==> src/rtl/random_permutation_shuffle_macros.svh <==
// assertion macros shared by the shuffle modules
`ifndef RANDOM_PERMUTATION_SHUFFLE_MACROS_SVH
`define RANDOM_PERMUTATION_SHUFFLE_MACROS_SVH

// property checked on every rising clock edge outside reset
`define RPS_ASSERT(label, prop, msg) \
    label: assert property (@(posedge i_clk) disable iff (!i_rst_n) (prop)) \
        else $error(msg);

// condition in one cycle implies a result in the next
`define RPS_ASSERT_NEXT(label, cond, nxt, msg) \
    label: assert property (@(posedge i_clk) disable iff (!i_rst_n) (cond) |=> (nxt)) \
        else $error(msg);

`endif

==> src/rtl/rps_pkg.sv <==
// shared constants, state encoding and control structs of the shuffle block
package rps_pkg;

    localparam int MaxElements = 64;
    localparam int CfgWidth    = 7;
    localparam int RandWidth   = 31;
    localparam int ValueWidth  = 7;
    localparam int PosWidth    = $clog2(MaxElements);
    localparam int CountWidth  = $clog2(MaxElements + 1);
    localparam int BitCntWidth = $clog2(RandWidth);

    localparam logic [CfgWidth-1:0] CountReset = 7'd64;

    typedef enum logic [2:0] {
        S_IDLE,
        S_DIVIDE,
        S_READ_I,
        S_READ_J,
        S_WRITE_I,
        S_WRITE_J,
        S_FINISH
    } t_state;

    typedef struct packed {
        logic start;
        logic div_step;
        logic rd_i;
        logic rd_j;
        logic wr_i;
        logic wr_j;
        logic load_out;
    } t_dp_cmd;

    typedef struct packed {
        logic div_last;
        logic out_free;
    } t_dp_status;

endpackage

==> src/rtl/rps_in_if.sv <==
// input channel carrying one random word per item
interface rps_in_if
    import rps_pkg::*;
();
    logic                 valid;
    logic                 ready;
    logic [RandWidth-1:0] random_word;

    modport source (output valid, output random_word, input ready);
    modport sink   (input valid, input random_word, output ready);
endinterface

==> src/rtl/rps_out_if.sv <==
// output channel carrying one permutation element per item
interface rps_out_if
    import rps_pkg::*;
();
    logic                  valid;
    logic                  ready;
    logic [ValueWidth-1:0] element_value;
    logic [PosWidth-1:0]   position;
    logic                  last_flag;

    modport source (output valid, output element_value, output position,
                    output last_flag, input ready);
    modport sink   (input valid, input element_value, input position,
                    input last_flag, output ready);
endinterface

==> src/rtl/rps_controller.sv <==
// sequencer for accept, divide, swap and output of one shuffle step
`include "random_permutation_shuffle_macros.svh"

module rps_controller
    import rps_pkg::*;
(
    input  logic       i_clk,
    input  logic       i_rst_n,
    input  logic       i_in_valid,
    output logic       o_in_ready,
    input  t_dp_status i_status,
    output t_dp_cmd    o_cmd
);

    t_state r_state;
    t_state n_state;

    always_ff @(posedge i_clk) begin
        if (!i_rst_n) begin
            r_state <= S_IDLE;
        end else begin
            r_state <= n_state;
        end
    end

    always_comb begin
        n_state = r_state;
        unique case (r_state)
            S_IDLE: begin
                if (i_in_valid) begin
                    n_state = S_DIVIDE;
                end
            end
            S_DIVIDE: begin
                if (i_status.div_last) begin
                    n_state = S_READ_I;
                end
            end
            S_READ_I:  n_state = S_READ_J;
            S_READ_J:  n_state = S_WRITE_I;
            S_WRITE_I: n_state = S_WRITE_J;
            S_WRITE_J: n_state = S_FINISH;
            S_FINISH: begin
                if (i_status.out_free) begin
                    n_state = S_IDLE;
                end
            end
            default:   n_state = S_IDLE;
        endcase
    end

    always_comb begin
        o_cmd      = '0;
        o_in_ready = 1'b0;
        unique case (r_state)
            S_IDLE: begin
                o_in_ready = 1'b1;
                o_cmd.start = i_in_valid;
            end
            S_DIVIDE:  o_cmd.div_step = 1'b1;
            S_READ_I:  o_cmd.rd_i     = 1'b1;
            S_READ_J:  o_cmd.rd_j     = 1'b1;
            S_WRITE_I: o_cmd.wr_i     = 1'b1;
            S_WRITE_J: o_cmd.wr_j     = 1'b1;
            S_FINISH:  o_cmd.load_out = i_status.out_free;
            default: begin
                o_cmd      = '0;
                o_in_ready = 1'b0;
            end
        endcase
    end

    `RPS_ASSERT(a_cmd_onehot, $onehot0(o_cmd), "more than one datapath command at once")
    `RPS_ASSERT_NEXT(a_div_exit, (r_state == S_DIVIDE) && i_status.div_last, r_state == S_READ_I, "divide did not hand over to slot read")
    `RPS_ASSERT_NEXT(a_start_div, o_cmd.start, (r_state == S_DIVIDE) && !o_in_ready, "accepted item did not enter divide")

endmodule

==> src/rtl/rps_datapath.sv <==
// slot memory, written marks, remainder unit and output register
`include "random_permutation_shuffle_macros.svh"

module rps_datapath
    import rps_pkg::*;
(
    input  logic                 i_clk,
    input  logic                 i_rst_n,
    input  logic                 i_cfg_wr_en,
    input  logic [CfgWidth-1:0]  i_cfg_wr_data,
    input  logic [RandWidth-1:0] i_random_word,
    input  t_dp_cmd              i_cmd,
    output t_dp_status           o_status,
    rps_out_if.source            o_out
);

    logic [CfgWidth-1:0]    r_count;
    logic [PosWidth-1:0]    r_pos;
    logic [MaxElements-1:0] r_marks;
    logic                   r_out_valid;

    logic [RandWidth-1:0]   r_dividend;
    logic [PosWidth-1:0]    r_rem;
    logic [BitCntWidth-1:0] r_bit_cnt;
    logic [CountWidth-1:0]  r_span;
    logic                   r_res_last;
    logic [PosWidth-1:0]    r_j;
    logic [ValueWidth-1:0]  r_vi;
    logic [ValueWidth-1:0]  r_vj;
    logic [PosWidth-1:0]    r_res_pos;

    logic [ValueWidth-1:0]  r_slots [MaxElements];
    logic [ValueWidth-1:0]  r_rd_data;
    logic                   r_rd_mark;
    logic [ValueWidth-1:0]  r_rd_ident;

    logic [ValueWidth-1:0]  r_out_value;
    logic [PosWidth-1:0]    r_out_pos;
    logic                   r_out_last;

    logic [CountWidth-1:0]  n_eff;
    logic                   restart;
    logic [PosWidth-1:0]    pos_eff;
    logic [CountWidth:0]    shifted;
    logic                   sub_ok;
    logic [PosWidth-1:0]    raddr;
    logic [PosWidth-1:0]    waddr;
    logic [ValueWidth-1:0]  wdata;
    logic                   we;
    logic [ValueWidth-1:0]  rd_value;

    // effective element count after clamping
    always_comb begin
        priority if (r_count == '0) begin
            n_eff = CountWidth'(1);
        end else if (int'(r_count) > MaxElements) begin
            n_eff = CountWidth'(MaxElements);
        end else begin
            n_eff = CountWidth'(r_count);
        end
    end

    assign restart = ({1'b0, r_pos} >= n_eff);
    assign pos_eff = restart ? '0 : r_pos;

    assign shifted = {(CountWidth - PosWidth)'(0), r_rem, r_dividend[RandWidth-1]};
    assign sub_ok  = (shifted >= {1'b0, r_span});

    assign raddr    = i_cmd.rd_j ? r_j : r_pos;
    assign we       = i_cmd.wr_i | i_cmd.wr_j;
    assign waddr    = i_cmd.wr_i ? r_pos : r_j;
    assign wdata    = i_cmd.wr_i ? rd_value : r_vi;
    assign rd_value = r_rd_mark ? r_rd_data : r_rd_ident;

    assign o_status.div_last = (r_bit_cnt == BitCntWidth'(RandWidth - 1));
    assign o_status.out_free = !r_out_valid || o_out.ready;

    always_ff @(posedge i_clk) begin
        if (!i_rst_n) begin
            r_count <= CountReset;
        end else if (i_cfg_wr_en) begin
            r_count <= i_cfg_wr_data;
        end
    end

    always_ff @(posedge i_clk) begin
        if (!i_rst_n) begin
            r_pos   <= '0;
            r_marks <= '0;
        end else begin
            priority if (i_cmd.start) begin
                if (restart) begin
                    r_pos   <= '0;
                    r_marks <= '0;
                end
            end else if (i_cmd.wr_i) begin
                r_marks[r_pos] <= 1'b1;
            end else if (i_cmd.wr_j) begin
                if (r_res_last) begin
                    r_pos   <= '0;
                    r_marks <= '0;
                end else begin
                    r_pos        <= r_pos + PosWidth'(1);
                    r_marks[r_j] <= 1'b1;
                end
            end
        end
    end

    // remainder by restoring division, one bit per cycle
    always_ff @(posedge i_clk) begin
        if (i_cmd.start) begin
            r_dividend <= i_random_word;
            r_rem      <= '0;
            r_bit_cnt  <= '0;
            r_span     <= n_eff - CountWidth'(pos_eff);
            r_res_last <= (CountWidth'(pos_eff) == (n_eff - CountWidth'(1)));
        end else if (i_cmd.div_step) begin
            r_dividend <= {r_dividend[RandWidth-2:0], 1'b0};
            r_bit_cnt  <= r_bit_cnt + BitCntWidth'(1);
            if (sub_ok) begin
                r_rem <= PosWidth'(shifted - {1'b0, r_span});
            end else begin
                r_rem <= PosWidth'(shifted);
            end
        end
    end

    always_ff @(posedge i_clk) begin
        if (we) begin
            r_slots[waddr] <= wdata;
        end
        r_rd_data  <= r_slots[raddr];
        r_rd_mark  <= r_marks[raddr];
        r_rd_ident <= ValueWidth'({1'b0, raddr} + (PosWidth + 1)'(1));
    end

    always_ff @(posedge i_clk) begin
        if (i_cmd.rd_i) begin
            r_j <= r_pos + r_rem;
        end
        if (i_cmd.rd_j) begin
            r_vi <= rd_value;
        end
        if (i_cmd.wr_i) begin
            r_vj      <= rd_value;
            r_res_pos <= r_pos;
        end
    end

    always_ff @(posedge i_clk) begin
        if (!i_rst_n) begin
            r_out_valid <= 1'b0;
        end else if (i_cmd.load_out) begin
            r_out_valid <= 1'b1;
        end else if (o_out.ready) begin
            r_out_valid <= 1'b0;
        end
    end

    always_ff @(posedge i_clk) begin
        if (i_cmd.load_out) begin
            r_out_value <= r_vj;
            r_out_pos   <= r_res_pos;
            r_out_last  <= r_res_last;
        end
    end

    assign o_out.valid         = r_out_valid;
    assign o_out.element_value = r_out_value;
    assign o_out.position      = r_out_pos;
    assign o_out.last_flag     = r_out_last;

    `RPS_ASSERT(a_load_free, i_cmd.load_out |-> (!r_out_valid || o_out.ready), "output overwritten before taken")
    `RPS_ASSERT_NEXT(a_span_nonzero, i_cmd.start, (r_span != '0) && ({1'b0, r_pos} < n_eff), "zero span or position past count")
    `RPS_ASSERT_NEXT(a_round_clear, i_cmd.wr_j && r_res_last, (r_marks == '0) && (r_pos == '0), "round did not clear at last item")

endmodule

==> src/rtl/random_permutation_shuffle.sv <==
// top level of the forward shuffle block
// an item is taken only while idle, so the next waits until the last is through;
// each item runs the 31-step remainder loop and the four slot memory accesses of
// the swap, then waits until the output register is free to take its result.
// reset is synchronous active low: count returns to 64, position and marks clear
module random_permutation_shuffle
    import rps_pkg::*;
(
    input  logic                i_clk,
    input  logic                i_rst_n,
    input  logic                i_cfg_wr_en,
    input  logic [CfgWidth-1:0] i_cfg_wr_data,
    rps_in_if.sink              i_in,
    rps_out_if.source           o_out
);

    t_dp_cmd    cmd;
    t_dp_status status;
    logic       in_ready;

    assign i_in.ready = in_ready;

    rps_controller u_ctrl (
        .i_clk      (i_clk),
        .i_rst_n    (i_rst_n),
        .i_in_valid (i_in.valid),
        .o_in_ready (in_ready),
        .i_status   (status),
        .o_cmd      (cmd)
    );

    rps_datapath u_dp (
        .i_clk         (i_clk),
        .i_rst_n       (i_rst_n),
        .i_cfg_wr_en   (i_cfg_wr_en),
        .i_cfg_wr_data (i_cfg_wr_data),
        .i_random_word (i_in.random_word),
        .i_cmd         (cmd),
        .o_status      (status),
        .o_out         (o_out)
    );

endmodule
==> src/flat_wrapper.sv <==
// flat-port wrapper written by rule: the top's interface ports become plain ports
module random_permutation_shuffle_flat import rps_pkg::*;
  (i_clk, i_rst_n, i_cfg_wr_en, i_cfg_wr_data, i_in_valid, i_in_random_word, i_in_ready, o_out_valid, o_out_element_value, o_out_position, o_out_last_flag, o_out_ready);
  rps_in_if i_in_i ();
  rps_out_if o_out_i ();
  input  logic i_clk;
  input  logic i_rst_n;
  input  logic i_cfg_wr_en;
  input  logic [CfgWidth-1:0] i_cfg_wr_data;
  input wire logic [$bits(i_in_i.valid)-1:0] i_in_valid;
  input wire logic [$bits(i_in_i.random_word)-1:0] i_in_random_word;
  output wire logic [$bits(i_in_i.ready)-1:0] i_in_ready;
  output wire logic [$bits(o_out_i.valid)-1:0] o_out_valid;
  output wire logic [$bits(o_out_i.element_value)-1:0] o_out_element_value;
  output wire logic [$bits(o_out_i.position)-1:0] o_out_position;
  output wire logic [$bits(o_out_i.last_flag)-1:0] o_out_last_flag;
  input wire logic [$bits(o_out_i.ready)-1:0] o_out_ready;
  assign i_in_i.valid = i_in_valid;
  assign i_in_i.random_word = i_in_random_word;
  assign i_in_ready = i_in_i.ready;
  assign o_out_valid = o_out_i.valid;
  assign o_out_element_value = o_out_i.element_value;
  assign o_out_position = o_out_i.position;
  assign o_out_last_flag = o_out_i.last_flag;
  assign o_out_i.ready = o_out_ready;
  random_permutation_shuffle u_core (.i_clk(i_clk), .i_rst_n(i_rst_n), .i_cfg_wr_en(i_cfg_wr_en), .i_cfg_wr_data(i_cfg_wr_data), .i_in(i_in_i), .o_out(o_out_i));
endmodule
==> config.mk <==
export PLATFORM = sky130hd
export DESIGN_NAME = random_permutation_shuffle_flat
export DESIGN_NICKNAME = d
export VERILOG_FILES = /design/src/rtl/rps_pkg.sv /design/src/rtl/rps_in_if.sv /design/src/rtl/rps_out_if.sv /design/src/rtl/rps_controller.sv /design/src/rtl/rps_datapath.sv /design/src/rtl/random_permutation_shuffle.sv /design/src/flat_wrapper.sv
export VERILOG_INCLUDE_DIRS = /design/src /design/src/rtl
export SDC_FILE = /design/constraint.sdc
export NUM_CORES = 1
export LEC_CHECK = 0
export BUFFER_PORTS_ARGS = -buffer_cell sky130_fd_sc_hd__buf_4
export CAP_MARGIN = 30
export CORE_MARGIN = 5
export CORE_UTILIZATION = 61
export CTS_BUF_LIST = sky130_fd_sc_hd__clkbuf_8 sky130_fd_sc_hd__clkbuf_16
export CTS_CLUSTER_SIZE = 24
export DETAILED_ROUTE_END_ITERATION = 8
export PLACE_DENSITY = 0.88
export SETUP_SLACK_MARGIN = 0.3
export SLEW_MARGIN = 20
export SYNTH_ARGS = -nofsm -noshare
export SYNTH_HDL_FRONTEND = slang
export SYNTH_SLANG_ARGS = --single-unit
==> constraint.sdc <==
create_clock -name i_clk -period 4.5 [get_ports i_clk]
set_clock_uncertainty 0.15 [all_clocks]
set_input_delay 0.675 -clock i_clk [delete_from_list [all_inputs] [get_ports i_clk]]
set_output_delay 0.675 -clock i_clk [all_outputs]
set_load 0.01 [all_outputs]
==> results.toml <==
[floorplanning]
dieArea_um2 = 47500
die_width_um = 218
core_region_area_um2 = 43000
die_h_um = 218
pin_count = 59
start_util = 0.614
rows = 76

[setup_path]
cp-end-kind = "register"
crit_type = "reg2reg"
cp.required_ps = 4730
reg2reg_from = "u_core.u_dp.r_count[3]$_SDFFE_PN0P_"
crit_family = "compound AO/OA/AOI/OAI gates"
crit_fanout = 7
cp_common_cell = "a21oi_1"
cp_num_buf_inv = 2
crit_path_start = "u_core.u_dp.r_count[3]$_SDFFE_PN0P_"
rr_worst_depth = 17
arrival_ps = 4120
cp_slowest_cell = "dfxtp_1"
critPathLaunchType = "register"
crit_chain = "nor4_2 > nor2b_1 > o21ai_1 > inv_1 > ha_1 > nand2b_1 > a211oi_2 > o211ai_1 > a21oi_1 > ha_1 > fa_1 > inv_1 > a21o_1 > a21oi_1 > o21bai_1 > a21oi_1 > xnor2_1"
rrSetupSlack_ps = 610
slowest_delay_ps = 370
reg2reg_to = "u_core.u_dp.r_span[6]$_DFFE_PP_"

[yosys]
synth_edf_count = 527
async_flop_share = 0
yosysUniqueCellTypes = 67
synth.avg_cell_area_um2 = 13.1
synth_cells = 2020
ys_seq_area_frac = 0.681
synth_seq_cells = 634
synth_warnings = 0
synthTopCellsByCount = "edfxtp_1, nand2_1, nor2_1"
syn-num-nets = 2095
netlist.top_cell.by_area = "edfxtp_1"
synth_top_flop_cell = "edfxtp_1"
syn_area_um2 = 26400
yosys-top-cells-area = "edfxtp_1, dfxtp_1, nand2_1, nand3_1, mux2i_1"
yosysMostFrequentCell = "edfxtp_1"
synth_top_cell_area_share = 0.600

[cells_and_area]
post_layout_nonfiller_instances = 2726
final_nets = 2167
final_layout_size_suffix_gt1_frac = 0.143
diodes = 0
area_growth_syn_to_layout_pct = 12.4

[timing]
worst_pin_slew_ps = 1000
holdWs_ps = 152
finalHoldViolations = 0
min_period_ps = 3890
maxSlewViolCount = 0
max_slew_margin = 0.329
setup_tns_ps = 0
rsz0062_at_grt = "no"
max_freq_mhz = 257
min_period_over_period = 0.864
setup_violations = 0

[clocking]
tritoncts = "built"
cts_made_buffers = 60
cts_root_buffer = "clkbuf_16"
clock-sinks = 634
worst_skew_pair.late_latency_ps = 630
clockBufferDepth = 3
htree_levels = 2
path_clk_slew_ps = 70

[place]
dp_hpwl_mm = 41.4
post-place-cells = 2611
gp_congestion = 0.930
io_buffers = 58

[min_path]
holdPathEnd = "u_core.u_dp.r_count[6]$_SDFFE_PN1P_"
min_path_cells = 3
hold_start = "i_cfg_wr_data[6]"
min-delay-path-class = "in2reg"

[drt]
viasPerCell = 6.50
avgRoutedWirePerCell_um = 24.3
routed_wl_mm = 66.1
first_iter_violations = 2691
vias = 17700
ant_nets = 0
drtPass1Iterations = 9
post-route-drc-count = 0

[power]
p_per_area_nw_per_um2 = 431
pwr-share-clk = 0.404
swShare = 0.227
ir_drop_mv = 0.373
power_frac_seq = 0.512
power.internal_mw = 9.89
switchingPower_mw = 2.90
combPwrFrac = 0.084
leakage_nw = 10.5
power_mw = 12.8

[run_status]
status = "finished, final reports clean"

[global_routing]
overflow = 0
grt_first_pass_wirelength_mm = 101
track_usage = 0.277
antenna_found_initial = 0
grt_pass1_vias = 17700
grt_max_degree = 116

[job]
maxCapViolations = 0
metal layers:
| layer | vias up | global-route usage | routed length [um] |
|---|---|---|---|
| li1 | 7614 | - | - |
| met5 | - | 0 | 0 |
| met1 | 8503 | 0.360 | 23100 |
| met2 | 1329 | 0.453 | 31600 |
| met3 | 285 | 0.0630 | 7890 |
| met4 | 0 | 0.122 | 3580 |
timing repair:
item | CTS | global route
gates resized for setup | 0 | 5
setup endpoints to repair | 0 | 3
buffers inserted | 0 | 4
hold buffers | 0 | 0
through the flow:
step           worst slack (ps)  utilization  instance area, um^2
2_1_floorplan               865            -                26400
3_3_place_gp                625        0.641                27500
3_5_place_dp                372        0.642                27600
4_1_cts                     346        0.689                29600
5_1_grt                     341        0.690                29700
6_report                    614        0.690                29700
tightest hold or removal path: cells and delay by family:
kind / cells / cell delay (ps)
AOI/OAI and AO/OA: 1 / 80
buffers and inverters: 1 / 90
and+or+nand+nor: 1 / 60
cell usage in the layout (no fill, tap or decap), types with 52 or more instances in the layout:
master / n
inv_1: 52
clkbuf_16: 63
mux2i_1: 81
dfxtp_1: 107
edfxtp_1: 527
nand3_1: 173
buf_4: 107
nor2_1: 179
a21oi_1: 107
nand2_1: 324
flip-flops by register name, summed over array words and instances (netlist names):
register                         flops
u_core.u_dp.r_vj                     7
u_core.u_dp.r_res_last               1
u_core.u_dp.o_out.position           6
u_core.u_dp.o_out.element_value      7
u_core.u_dp.r_rd_ident               7
u_core.u_dp.r_rd_data                7
u_core.u_dp.r_marks                 64
u_core.u_dp.r_bit_cnt                5
u_core.u_dp.r_rd_mark                1
u_core.u_dp.r_res_pos                6
u_core.u_dp.o_out.last_flag          1
u_core.u_dp.r_rem                    6
u_core.u_dp.r_slots                448
u_core.u_dp.r_dividend              31
u_core.u_dp.r_count                  7
u_core.u_ctrl.r_state                3
u_core.u_dp.o_out.valid              1
u_core.u_dp.r_vi                     7
u_core.u_dp.r_j                      6
u_core.u_dp.r_pos                    6
u_core.u_dp.r_span                   7
area by class of cell:
| type | count | area, um^2 |
|---|---|---|
| fillers | 2748 | 13300 |
| clock inverters | 43 | 393 |
| well taps | 585 | 732 |
| repair buffers | 113 | 923 |
| multi-input cells | 1242 | 7830 |
| clock buffers | 68 | 1650 |
| flip-flops and latches | 634 | 18000 |
| inverters | 41 | 170 |
kinds of logic (layout without fill, tap and decap cells):
kind of cell,count (synthesis),count (layout),share of synthesized area
adder cells (fa/ha/maj),32,32,0.0160
flip-flops,634,634,0.681
AND/OR/NAND/NOR,779,779,0.130
buffers and inverters,144,265,0.0243
multiplexers,168,168,0.0839
XOR/XNOR,25,25,0.00830
AO/OA/AOI/OAI,238,238,0.0569
worst max-delay path by stage:
stage	to	cells after the start
final	u_core.u_dp.r_span[6]$_DFFE_PP_	17
after global routing	u_core.u_dp.r_span[6]$_DFFE_PP_	18
after CTS	u_core.u_dp.r_span[6]$_DFFE_PP_	16
after detailed placement	u_core.u_dp.r_span[6]$_DFFE_PP_	18
after global placement	u_core.u_dp.r_span[6]$_DFFE_PP_	18
after floorplan	u_core.u_dp.r_span[6]$_DFFE_PP_	17
power by group through the flow:
stage                     combinational [mW]  clock (mW)  sequential (mW)
after floorplan                        0.761           0             6.64
after global placement                 0.981           0             6.67
after detailed placement                1.03           0             6.67
after CTS                               1.05        5.18             6.55
after global routing                    1.16        5.46             6.56
final                                   1.07        5.17             6.56
Power figures use the tool's default switching activity.
